===== src/rtl/core/assert_macros.svh =====
// Assertion macros included by the list engine.
`ifndef ASSERT_MACROS_SVH
`define ASSERT_MACROS_SVH

// Property checked at every rising clock edge, ignored while reset is applied.
`define ASSERT_CLK(label, prop, msg) \
    label: assert property (@(posedge clk) disable iff (!rst_n) (prop)) \
        else $error(msg);

// Implication: when the trigger holds, the consequence must hold in the same cycle.
`define ASSERT_IMPLY(label, trig, cons, msg) \
    label: assert property (@(posedge clk) disable iff (!rst_n) (trig) |-> (cons)) \
        else $error(msg);

// Implication checked in the cycle after the trigger.
`define ASSERT_NEXT(label, trig, cons, msg) \
    label: assert property (@(posedge clk) disable iff (!rst_n) (trig) |=> (cons)) \
        else $error(msg);

`endif


===== src/rtl/core/ile_pkg.sv =====
`default_nettype none

package ile_pkg;

    // Default number of list entries.
    localparam int unsigned CAPACITY_DEF = 16;

    // Field widths fixed by the interface.
    localparam int unsigned FUNC_W   = 3;
    localparam int unsigned DATA_W   = 32;
    localparam int unsigned INDEX_W  = 5;
    localparam int unsigned STATUS_W = 2;
    localparam int unsigned COUNT_W  = 5;

    // Operation codes carried by func.
    typedef enum logic [FUNC_W-1:0] {
        FN_READ   = 3'd0,
        FN_PUSH   = 3'd1,
        FN_POP    = 3'd2,
        FN_INSERT = 3'd3,
        FN_REMOVE = 3'd4,
        FN_SWAP   = 3'd5
    } func_t;

    // Result status codes.
    typedef enum logic [STATUS_W-1:0] {
        STAT_DONE  = 2'd0,
        STAT_RANGE = 2'd1,
        STAT_FULL  = 2'd2
    } status_t;

    // Sequencer states.
    typedef enum logic [3:0] {
        S_IDLE,
        S_EXEC,
        S_RD_WAIT,
        S_INS,
        S_INS_PUT,
        S_REM,
        S_SW_RB,
        S_SW_WA,
        S_SW_WB,
        S_DONE
    } state_t;

endpackage

`default_nettype wire


===== src/rtl/core/ile_ram.sv =====
`default_nettype none

module ile_ram #(
    parameter int unsigned WIDTH = 32,
    parameter int unsigned DEPTH = 16
) (
    input  wire logic                     clk,
    input  wire logic                     we,
    input  wire logic [$clog2(DEPTH)-1:0] wr_addr,
    input  wire logic [WIDTH-1:0]         wr_data,
    input  wire logic [$clog2(DEPTH)-1:0] rd_addr,
    output logic      [WIDTH-1:0]         rd_data
);

    logic [WIDTH-1:0] mem [DEPTH];

    // One write port and one registered read port.
    always_ff @(posedge clk)
    begin
        if (we)
        begin
            mem[wr_addr] <= wr_data;
        end
        rd_data <= mem[rd_addr];
    end

endmodule

`default_nettype wire


===== src/rtl/core/indexed_list_engine.sv =====
// Channel   Handshake              Fields
// req       req_valid / req_ready  func, value, index_a, index_b
// rsp       rsp_valid / rsp_ready  read_value, status, count
//
// One item at a time; req_ready is high only while the sequencer is idle.
// Push, pop, failed requests and unused codes go from execute straight to done;
// read waits for the memory; swap reads both entries and writes them exchanged.
// Insert and remove move the tail of the list one entry per cycle.
// A result waits in the output register; the next one stalls until it is taken.
// Reset clears the list length and the handshake state; the list memory is not cleared.
`default_nettype none

module indexed_list_engine #(
    parameter int unsigned CAPACITY = ile_pkg::CAPACITY_DEF
) (
    input  wire logic                          clk,
    input  wire logic                          rst_n,
    input  wire logic                          req_valid,
    output logic                               req_ready,
    input  wire logic [ile_pkg::FUNC_W-1:0]    func,
    input  wire logic signed [ile_pkg::DATA_W-1:0] value,
    input  wire logic [ile_pkg::INDEX_W-1:0]   index_a,
    input  wire logic [ile_pkg::INDEX_W-1:0]   index_b,
    output logic                               rsp_valid,
    input  wire logic                          rsp_ready,
    output logic signed [ile_pkg::DATA_W-1:0]  read_value,
    output logic [ile_pkg::STATUS_W-1:0]       status,
    output logic [ile_pkg::COUNT_W-1:0]        count
);

    import ile_pkg::*;

    `include "assert_macros.svh"

    // Address, length and compare widths.
    localparam int unsigned AW = $clog2(CAPACITY);
    localparam int unsigned LW = $clog2(CAPACITY + 1);
    localparam int unsigned CW = (LW > INDEX_W) ? LW : INDEX_W;

    state_t               state_reg, state_next;
    logic [LW-1:0]        len_reg, len_next;
    logic                 pend_reg, pend_next;
    logic                 rsp_valid_reg, rsp_valid_next;

    func_t                func_reg, func_next;
    logic [DATA_W-1:0]    value_reg, value_next;
    logic [CW-1:0]        ia_reg, ia_next;
    logic [CW-1:0]        ib_reg, ib_next;
    logic [CW-1:0]        ptr_reg, ptr_next;
    logic [AW-1:0]        pend_addr_reg, pend_addr_next;
    logic [DATA_W-1:0]    tmp_reg, tmp_next;
    logic [DATA_W-1:0]    rv_reg, rv_next;
    status_t              st_reg, st_next;
    logic [DATA_W-1:0]    read_value_reg, read_value_next;
    logic [STATUS_W-1:0]  status_reg, status_next;
    logic [COUNT_W-1:0]   count_reg, count_next;

    logic                 ram_we;
    logic [AW-1:0]        ram_wr_addr;
    logic [DATA_W-1:0]    ram_wr_data;
    logic [AW-1:0]        ram_rd_addr;
    logic [DATA_W-1:0]    ram_rd_data;

    logic [CW-1:0]        len_ext;
    logic [CW-1:0]        len_next_ext;
    logic                 ia_ge_len;
    logic                 ia_gt_len;
    logic                 ib_ge_len;
    logic                 is_full;
    logic                 is_empty;
    logic                 ins_more;
    logic                 rem_more;
    logic                 out_free;
    logic                 wr_state;
    logic                 done_full;

    // List storage.
    ile_ram #(
        .WIDTH (DATA_W),
        .DEPTH (CAPACITY)
    ) u_ram (
        .clk     (clk),
        .we      (ram_we),
        .wr_addr (ram_wr_addr),
        .wr_data (ram_wr_data),
        .rd_addr (ram_rd_addr),
        .rd_data (ram_rd_data)
    );

    // Shared range checks against the current length, shift-loop tests and output-free flag.
    assign len_ext      = CW'(len_reg);
    assign len_next_ext = CW'(len_next);
    assign ia_ge_len    = (ia_reg >= len_ext);
    assign ia_gt_len    = (ia_reg > len_ext);
    assign ib_ge_len    = (ib_reg >= len_ext);
    assign is_full      = (len_ext >= CW'(CAPACITY));
    assign is_empty     = (len_reg == '0);
    assign ins_more     = (ptr_reg > ia_reg);
    assign rem_more     = ((ptr_reg + CW'(1)) < len_ext);
    assign out_free     = !rsp_valid_reg || rsp_ready;

    // Next-state logic of the sequencer.
    always_comb
    begin
        state_next = state_reg;
        case (state_reg)
            S_IDLE:
            begin
                if (req_valid)
                begin
                    state_next = S_EXEC;
                end
            end
            S_EXEC:
            begin
                case (func_reg)
                    FN_READ:   state_next = ia_ge_len ? S_DONE : S_RD_WAIT;
                    FN_INSERT: state_next = (ia_gt_len || is_full) ? S_DONE : S_INS;
                    FN_REMOVE: state_next = ia_ge_len ? S_DONE : S_REM;
                    FN_SWAP:   state_next = (ia_ge_len || ib_ge_len) ? S_DONE : S_SW_RB;
                    default:   state_next = S_DONE;
                endcase
            end
            S_RD_WAIT: state_next = S_DONE;
            S_INS:
            begin
                if (!ins_more)
                begin
                    state_next = S_INS_PUT;
                end
            end
            S_INS_PUT: state_next = S_DONE;
            S_REM:
            begin
                if (!rem_more)
                begin
                    state_next = S_DONE;
                end
            end
            S_SW_RB: state_next = S_SW_WA;
            S_SW_WA: state_next = S_SW_WB;
            S_SW_WB: state_next = S_DONE;
            S_DONE:
            begin
                if (out_free)
                begin
                    state_next = S_IDLE;
                end
            end
            default: state_next = S_IDLE;
        endcase
    end

    // Memory control and datapath next values.
    always_comb
    begin
        len_next        = len_reg;
        pend_next       = pend_reg;
        func_next       = func_reg;
        value_next      = value_reg;
        ia_next         = ia_reg;
        ib_next         = ib_reg;
        ptr_next        = ptr_reg;
        pend_addr_next  = pend_addr_reg;
        tmp_next        = tmp_reg;
        rv_next         = rv_reg;
        st_next         = st_reg;
        read_value_next = read_value_reg;
        status_next     = status_reg;
        count_next      = count_reg;
        ram_we          = 1'b0;
        ram_wr_addr     = pend_addr_reg;
        ram_wr_data     = ram_rd_data;
        ram_rd_addr     = ia_reg[AW-1:0];

        // A taken result frees the output register.
        rsp_valid_next = rsp_valid_reg && !rsp_ready;

        case (state_reg)
            S_IDLE:
            begin
                func_next  = func_t'(func);
                value_next = value;
                ia_next    = CW'(index_a);
                ib_next    = CW'(index_b);
            end
            S_EXEC:
            begin
                rv_next   = '0;
                st_next   = STAT_DONE;
                pend_next = 1'b0;
                case (func_reg)
                    FN_READ:
                    begin
                        if (ia_ge_len)
                        begin
                            st_next = STAT_RANGE;
                        end
                    end
                    FN_PUSH:
                    begin
                        if (is_full)
                        begin
                            st_next = STAT_FULL;
                        end
                        else
                        begin
                            ram_we      = 1'b1;
                            ram_wr_addr = len_ext[AW-1:0];
                            ram_wr_data = value_reg;
                            len_next    = len_reg + LW'(1);
                        end
                    end
                    FN_POP:
                    begin
                        if (is_empty)
                        begin
                            st_next = STAT_RANGE;
                        end
                        else
                        begin
                            len_next = len_reg - LW'(1);
                        end
                    end
                    FN_INSERT:
                    begin
                        if (ia_gt_len)
                        begin
                            st_next = STAT_RANGE;
                        end
                        else if (is_full)
                        begin
                            st_next = STAT_FULL;
                        end
                        ptr_next = len_ext;
                    end
                    FN_REMOVE:
                    begin
                        if (ia_ge_len)
                        begin
                            st_next = STAT_RANGE;
                        end
                        ptr_next = ia_reg;
                    end
                    FN_SWAP:
                    begin
                        if (ia_ge_len || ib_ge_len)
                        begin
                            st_next = STAT_RANGE;
                        end
                    end
                    default:
                    begin
                        st_next = STAT_DONE;
                    end
                endcase
            end
            S_RD_WAIT:
            begin
                rv_next = ram_rd_data;
            end
            S_INS:
            begin
                // Write back the entry read last cycle one place further on.
                ram_we = pend_reg;
                if (ins_more)
                begin
                    ram_rd_addr    = ptr_reg[AW-1:0] - AW'(1);
                    pend_addr_next = ptr_reg[AW-1:0];
                    pend_next      = 1'b1;
                    ptr_next       = ptr_reg - CW'(1);
                end
                else
                begin
                    pend_next = 1'b0;
                end
            end
            S_INS_PUT:
            begin
                ram_we      = 1'b1;
                ram_wr_addr = ia_reg[AW-1:0];
                ram_wr_data = value_reg;
                len_next    = len_reg + LW'(1);
            end
            S_REM:
            begin
                // Write back the entry read last cycle one place nearer the front.
                ram_we = pend_reg;
                if (rem_more)
                begin
                    ram_rd_addr    = ptr_reg[AW-1:0] + AW'(1);
                    pend_addr_next = ptr_reg[AW-1:0];
                    pend_next      = 1'b1;
                    ptr_next       = ptr_reg + CW'(1);
                end
                else
                begin
                    pend_next = 1'b0;
                    len_next  = len_reg - LW'(1);
                end
            end
            S_SW_RB:
            begin
                ram_rd_addr = ib_reg[AW-1:0];
                tmp_next    = ram_rd_data;
            end
            S_SW_WA:
            begin
                ram_we      = 1'b1;
                ram_wr_addr = ia_reg[AW-1:0];
                ram_wr_data = ram_rd_data;
            end
            S_SW_WB:
            begin
                ram_we      = 1'b1;
                ram_wr_addr = ib_reg[AW-1:0];
                ram_wr_data = tmp_reg;
            end
            S_DONE:
            begin
                if (out_free)
                begin
                    rsp_valid_next  = 1'b1;
                    read_value_next = rv_reg;
                    status_next     = st_reg;
                    count_next      = len_next_ext[COUNT_W-1:0];
                end
            end
            default:
            begin
                pend_next = 1'b0;
            end
        endcase
    end

    // Control registers.
    always_ff @(posedge clk or negedge rst_n)
    begin
        if (!rst_n)
        begin
            state_reg     <= S_IDLE;
            len_reg       <= '0;
            pend_reg      <= 1'b0;
            rsp_valid_reg <= 1'b0;
        end
        else
        begin
            state_reg     <= state_next;
            len_reg       <= len_next;
            pend_reg      <= pend_next;
            rsp_valid_reg <= rsp_valid_next;
        end
    end

    // Payload registers.
    always_ff @(posedge clk)
    begin
        func_reg       <= func_next;
        value_reg      <= value_next;
        ia_reg         <= ia_next;
        ib_reg         <= ib_next;
        ptr_reg        <= ptr_next;
        pend_addr_reg  <= pend_addr_next;
        tmp_reg        <= tmp_next;
        rv_reg         <= rv_next;
        st_reg         <= st_next;
        read_value_reg <= read_value_next;
        status_reg     <= status_next;
        count_reg      <= count_next;
    end

    // Port drive.
    assign req_ready  = (state_reg == S_IDLE);
    assign rsp_valid  = rsp_valid_reg;
    assign read_value = read_value_reg;
    assign status     = status_reg;
    assign count      = count_reg;

    // States in which the memory may be written, and a full result at completion.
    assign wr_state  = (state_reg == S_EXEC) || (state_reg == S_INS) ||
                       (state_reg == S_INS_PUT) || (state_reg == S_REM) ||
                       (state_reg == S_SW_WA) || (state_reg == S_SW_WB);
    assign done_full = (state_reg == S_DONE) && (st_reg == STAT_FULL);

    // Checks on the sequencer and the length.
    `ASSERT_CLK(a_len_bound, len_ext <= CW'(CAPACITY), "list length exceeds capacity")
    `ASSERT_IMPLY(a_we_states, ram_we, wr_state, "memory written outside a write state")
    `ASSERT_IMPLY(a_full_len, done_full, is_full, "full status with room left")
    `ASSERT_IMPLY(a_no_pend, state_reg == S_DONE, !pend_reg, "shift write left pending at completion")
    `ASSERT_NEXT(a_accept_exec, req_valid && req_ready, state_reg == S_EXEC, "accepted item not executed")

endmodule

`default_nettype wire


===== config.mk =====
export PLATFORM = sky130hd
export DESIGN_NAME = indexed_list_engine
export DESIGN_NICKNAME = d
export VERILOG_FILES = /design/src/rtl/core/ile_pkg.sv /design/src/rtl/core/ile_ram.sv /design/src/rtl/core/indexed_list_engine.sv
export VERILOG_INCLUDE_DIRS = /design/src /design/src/rtl/core
export SDC_FILE = /design/constraint.sdc
export NUM_CORES = 1
export LEC_CHECK = 0
export ABC_AREA = 1
export BUFFER_PORTS_ARGS = -buffer_cell sky130_fd_sc_hd__buf_4
export CAP_MARGIN = 25
export CORE_AREA = 3 3 230 232
export DETAILED_ROUTE_END_ITERATION = 8
export DIE_AREA = 0 0 233 235
export GPL_ROUTABILITY_DRIVEN = 0
export MAX_ROUTING_LAYER = met4
export PLACE_DENSITY = 0.84
export SYNTH_ARGS = -nofsm -noshare
export SYNTH_HDL_FRONTEND = slang
export SYNTH_SLANG_ARGS = --single-unit

===== constraint.sdc =====
create_clock -name clk -period 4.1 [get_ports clk]
set_clock_uncertainty 0.15 [all_clocks]
set_input_delay 0.615 -clock clk [delete_from_list [all_inputs] [get_ports clk]]
set_output_delay 0.615 -clock clk [all_outputs]
set_load 0.005 [all_outputs]

==> reports/metrics.cfg, run 1 <==
[run_status]
status=complete, no violations

[drt]
firstDrtPassIters=7
dr.first_iter.drc_count=4212
drc=0
ant_nets=0
wl_per_cell_um=23.3
viasPerCell=6.25
vias=22300
wl_um=83400

[yosys]
syn_inst=2737
yosys-top-cells-count=edfxtp_1, nand3_1, nand2_1, inv_1, buf_2
yosysMostFrequentCell=edfxtp_1
ys_ff_latch=714
synthFlopType=edfxtp_1
synth-edff-count=671
ys_seq_area_frac=0.692
avgSynthCellArea_sq_um=11.1
synth_nets=2809
synth_largest_area_cell=edfxtp_1
synth_cell_type_count=47
yosys_warnings=0
synth_async_sr_flop_share=0.0154
synthTopCellsByArea=edfxtp_1, nand3_1, nand2_1, inv_1, dfxtp_1
syn-cell-area_sq_um=30500
synthDominantCellAreaShare=0.661

[timing]
rsz0062_at_grt=false
finalHoldWorstSlack_ps=22.1
relSlewSlack=0.230
final-max-slew-violation-count=0
final.period_utilization=0.951
fmax_ghz=0.256
setup_tns_ps=0
finalHoldViolCount=0
finalSetupViolCount=0
tightest_slew_ps=1150
period_needed_ps=3900

[cells_and_area]
syn_to_final_growth_pct=13.4
largest_reg_flops=512
nets=2907
antenna_cells=0
max_flop_register=u_ram.mem
drive_gt1_frac=0.107
fin_cells=3570
fillers=3157

[worst_setup_path]
start_kind=flip-flop
crit_path_max_fanout=84
criticalPathCategory=reg -> reg
cp.required_ps=4510
worstPathArrival_ps=4310
worstSetupEndpointType=flip-flop

[placement]
dp_hpwl_um=43900
place_inst=3424
port_buffers=89

[pwr]
power.total_w=0.0274
p_leak_nw=14.0
p_clk_frac=0.224
power_frac_seq=0.420
p_comb_frac=0.356
p_switching_w=0.0103
power_density_nw_per_um2=793
max-vdd-ir-drop_uv=480
internal_power_w=0.0171
switching_share=0.377

[grt]
grt-ovfl-total=0
grt_max_degree=124
grt_pass1_vias=21300
gr-usage-all-layers=0.308
grt_first_pass_wirelength_um=124000
antenna_found_initial=0

[cts]
cts_buffers=69
path_clk_slew_ps=60
htreeDepth=3
cts.sink_count=714
clockRootBuffer=clkbuf_16
cts_tree=yes
clock_latency_ps=620
clock_path_buffers=3

[floorplanning]
coreArea_sq_um=51200
start_util=0.595
die_y_um=235
io_pins=90
die_w_um=233
rows=83
die_area_sq_um=54800

[job]
max_cap_viol_count=0

[hold_path]
hold_class=in -> reg

-- worst paths after layout --
check / from / cells past startpoint / to / slack [ps]
max in group asynchronous: rst_n / 2 / len_ext[1]$_DFF_PN0_ / 3400
max: ptr_reg[0]$_DFFE_PP_ / 18 / u_ram.rd_data[20]$_DFF_P_ / 200
min reg2reg: rv_reg[31]$_SDFFCE_PN0P_ / 0 / read_value[31]$_DFFE_PP_ / 270
min: value[0] / 1 / value_reg[0]$_DFFE_PP_ / 20
max reg2reg: ptr_reg[0]$_DFFE_PP_ / 18 / u_ram.rd_data[20]$_DFF_P_ / 200
min in group asynchronous: rst_n / 2 / len_ext[0]$_DFF_PN0_ / 240
-- worst max-delay path, cell delays in order (launching register included) --
cell	delay [ps]
edfxtp_1	450
ha_1	220
nand3_1	110
xor2_1	180
ha_1	310
nand2_1	60
inv_1	70
nand4_1	120
nand4_2	150
nand2_2	180
a21oi_4	280
buf_12	380
buf_12	360
nand3_1	190
nand2_1	160
nand2_1	90
nand3_1	80
nand3_1	120
nand2_1	110
-- what timing repair did --
action / in CTS / in global routing
hold buffers: 1 / 0
endpoints found under the setup margin: 0 / 5
gates resized for setup: 0 / 4
setup buffers: 0 / 0
endpoints found under the hold margin: 11 / 0
-- through the flow --
| step | instance area [sq um] | util | setup WS (ps) |
|---|---|---|---|
| detailed placement | 32200 | 0.629 | 344 |
| floorplan | 30500 | - | 540 |
| global placement | 32200 | 0.629 | 558 |
| global route | 34600 | 0.675 | 8.09 |
| CTS | 34400 | 0.672 | 271 |
| finish | 34600 | 0.675 | 201 |
-- layer usage --
layer / global-route usage / share of wire / vias up
met5: - / 0 / -
met4: 0.148 / 0.051 / 0
met3: 0.0586 / 0.15 / 424
met2: 0.475 / 0.47 / 2064
met1: 0.395 / 0.33 / 10400
li1: - / - / 9475
-- kinds of logic (layout without fill, tap and decap cells) --
| logic type | after synthesis | after routing | synth area share |
|---|---|---|---|
| AO/OA/AOI/OAI | 95 | 95 | 0.0215 |
| buffers and inverters | 567 | 720 | 0.0757 |
| adder cells (fa/ha/maj) | 23 | 23 | 0.00945 |
| AND/OR/NAND/NOR | 1332 | 1332 | 0.200 |
| XOR/XNOR | 6 | 6 | 0.00173 |
| flip-flops | 714 | 714 | 0.692 |
-- power by group through the flow --
| stage | registers, W | clock network [W] | logic [W] |
|---|---|---|---|
| after floorplan | 0.0114 | 0 | 0.00573 |
| after global placement | 0.0116 | 0 | 0.00841 |
| after detailed placement | 0.0116 | 0 | 0.00890 |
| after CTS | 0.0115 | 0.00611 | 0.00913 |
| after global routing | 0.0116 | 0.00643 | 0.0104 |
| final | 0.0115 | 0.00613 | 0.00976 |
-- cells in the final DEF (no fill, tap or decap), types with 3 or more instances in the layout --
master and instances:
buf_4 140, a22oi_1 3, clkinv_1 7, o21ai_0 18, buf_12 26, o31ai_1 4, nand2_2 5, clkinv_2 11
clkbuf_1 23, nor2_1 69, clkbuf_16 71, o22ai_1 4, inv_1 416, a21oi_1 13, edfxtp_1 671, o221ai_1 4
nand3_1 599, nor3_1 10, o211ai_1 36, clkbuf_8 7, nand3b_1 60, xor2_1 4, nand2_1 557, a21oi_4 3
nor2_4 18, inv_2 5, dfxtp_1 32, dfrtp_1 11, ha_1 23, buf_6 3
-- final cells by class --
cell class	count	area (sq um)	area share
Tap cell	680	851	0.0246
Multi-Input combinational cell	1456	7270	0.210
Clock buffer	101	1960	0.0567
Sequential cell	714	21100	0.610
Clock inverter	25	186	0.00539
Inverter	423	1590	0.0459
Timing Repair Buffer	171	1640	0.0475
(Power assumes the default switching activity.)
==> run 2, diff against run 1 <==
--- a/config.mk
+++ b/config.mk
@@ -6,12 +6,11 @@
 export SDC_FILE = /design/constraint.sdc
 export NUM_CORES = 1
 export LEC_CHECK = 0
-export ABC_AREA = 1
 export BUFFER_PORTS_ARGS = -buffer_cell sky130_fd_sc_hd__buf_4
 export CAP_MARGIN = 25
-export CORE_AREA = 3 3 230 232
+export CORE_AREA = 3 3 220 222
 export DETAILED_ROUTE_END_ITERATION = 8
-export DIE_AREA = 0 0 233 235
+export DIE_AREA = 0 0 223 225
 export GPL_ROUTABILITY_DRIVEN = 0
 export MAX_ROUTING_LAYER = met4
 export PLACE_DENSITY = 0.84
==> run 2 against run 1 <==
Sequential power about the same. Global-route usage decreased by 2.6 points. Largest power group unchanged. First-iteration DRC count decreased by 48%. Highest routed layer unchanged. Register-to-register slack worse by 50 ps.
==> reports/metrics.cfg, run 2 <==
[yosys]
yosys-top-cells-count=edfxtp_1, nand2_1, mux2i_1, a32oi_1, clkbuf_1
synthTopCellsByArea=edfxtp_1, mux2i_1, nand2_1, dfxtp_1, a32oi_1
synthDominantCellAreaShare=0.721
avgSynthCellArea_sq_um=16.3
yosys_warnings=0
synth_nets=1790
syn_inst=1718
synth-edff-count=671
synth_largest_area_cell=edfxtp_1
synthFlopType=edfxtp_1
syn-cell-area_sq_um=27900
synth_async_sr_flop_share=0.0154
yosysMostFrequentCell=edfxtp_1
ys_seq_area_frac=0.754
synth_cell_type_count=64
ys_ff_latch=714

[worst_setup_path]
worstPathArrival_ps=4290
critPathMaxStageDelay_ps=510
cp.required_ps=4430
worstSetupEndpointType=flip-flop
cp_cell_sequence=nand3_1 > xor2_2 > inv_1 > ha_1 > a21o_1 > a21oi_1 > and3_1 > a221o_4 > buf_4 > mux2i_1 > o221ai_1 > o211a_1
cp_top_family=compound AO/OA/AOI/OAI gates
crit_path_max_fanout=22
criticalPathCategory=reg -> reg
cp_num_buf_inv=2
start_kind=flip-flop
crit_slowest_cell=edfxtp_1

[cells_and_area]
syn_to_final_growth_pct=15.9
final_common_cell=edfxtp_1
most-common-layout-cells=edfxtp_1, nand2_1, mux2i_1, buf_4, clkbuf_16
post-route-util=0.696
max_flop_register=u_ram.mem
antenna_cells=0
largest_reg_flops=512
drive_gt1_frac=0.163
nets=1945

[drt]
ant_nets=0
drc=0
dr.first_iter.drc_count=2190
wl_per_cell_um=27.6
wl_um=70100
viasPerCell=6.60
firstDrtPassIters=7
vias=16700

[timing]
final-max-slew-violation-count=0
relSlewSlack=0.530
final.setup.worst_slack_ps=149
tightest_slew_ps=698
rsz0062_at_grt=false
setup_tns_ps=0
fmax_ghz=0.253
period_needed_ps=3950
finalSetupViolCount=0
final.period_utilization=0.964
finalHoldViolCount=0

[pwr]
power_density_nw_per_um2=835
max-vdd-ir-drop_uv=604
p_leak_nw=11.6

[grt]
grt_pass1_vias=17100
grt_first_pass_wirelength_um=103000
antenna_found_initial=0
gr-usage-met2=0.461
grt-ovfl-total=0
grt_max_degree=65
grt-busiest-layer=met2
gr-usage-all-layers=0.282
use_met1=0.337
grt_use_met3=0.0541

[placement]
dp_hpwl_um=37400
place_ws_ps=134
port_buffers=89

[cts]
cts.sink_count=714
path_clk_slew_ps=60
clockRootBuffer=clkbuf_16
cts_tree=yes
clock_latency_ps=600
htreeDepth=3
clock_path_buffers=3
cts_buffers=69

[job]
max_cap_viol_count=0

[floorplanning]
coreArea_sq_um=46600
io_pins=90
die_y_um=225
start_util=0.600
die_w_um=223
die_area_sq_um=50200
rows=79

[run_status]
status=complete, no violations

[hold_path]
hold_class=in -> reg

## run 2: cell count changes after synthesis, sizes merged, moves of 47 or more
cell and delta:
nor2 -47, mux2i +193, nand3 -586, inv -398, buf -79, nand2 -335, nand3b -60, a32oi +65
## run 2: power by group
group          total [W]  switching, W  internal, W
registers         0.0115      0.000630       0.0109
logic            0.00924       0.00616      0.00308
clock network    0.00630       0.00264      0.00365
total             0.0271       0.00944       0.0176
## run 2: repair_timing
| item | 4_1_cts | 5_1_grt |
|---|---|---|
| hold buffers | 1 | 0 |
| setup endpoints to repair | 0 | 23 |
| buffers inserted | 0 | 5 |
| hold endpoints to repair | 11 | 0 |
| gates resized for setup | 0 | 7 |
## run 2: cell families after synthesis
kind of cell,count (synthesis),synth area share
simple gates,370,0.0588
xor+xnor,8,0.00251
buf+inv,114,0.0202
fa+ha+maj,24,0.0107
mux,193,0.0691
compound gates,295,0.0850
flops,714,0.754
## run 2: worst paths after layout
| check | start | endpoint | slack (ps) | cells past startpoint |
|---|---|---|---|---|
| min in group asynchronous | rst_n | len_ext[4]$_DFF_PN0_ | 250 | 2 |
| worst max register to register | ptr_reg[1]$_DFFE_PP_ | u_ram.rd_data[17]$_DFF_P_ | 150 | 12 |
| max in group asynchronous | rst_n | state_reg[3]$_DFFE_PN0P_ | 3400 | 2 |
| worst min-delay path | value[10] | value_reg[10]$_DFFE_PP_ | 40 | 1 |
| worst max-delay path | ptr_reg[1]$_DFFE_PP_ | u_ram.rd_data[17]$_DFF_P_ | 150 | 12 |
| worst min register to register | rv_reg[25]$_SDFFCE_PN0P_ | read_value[25]$_DFFE_PP_ | 270 | 0 |
## run 2: per-stage QoR
step	std cells	total power (W)	hold WS [ps]	instance area, sq um
after floorplan	1718	0.0170	169	28000
after global placement	2400	0.0198	251	30000
after detailed placement	2400	0.0203	255	30000
after CTS	2528	0.0267	21.1	32200
after global routing	2536	0.0280	29.8	32400
final	2536	0.0271	42.5	32400
## run 2: area by class of cell
cell class | count | area [sq um]
Inverter | 23 | 86.3
Clock buffer | 104 | 2000
Tap cell | 607 | 759
Fill cell | 2719 | 14200
Clock inverter | 23 | 235
Timing Repair Buffer | 175 | 1700
Multi-Input combinational cell | 890 | 6540
Sequential cell | 714 | 21100
## run 2: per-layer routing
layer / share of wire / vias up
met3: 0.10 / 290
met5: 0 / -
li1: - / 7081
met2: 0.50 / 1171
met1: 0.35 / 8201
met4: 0.048 / 0
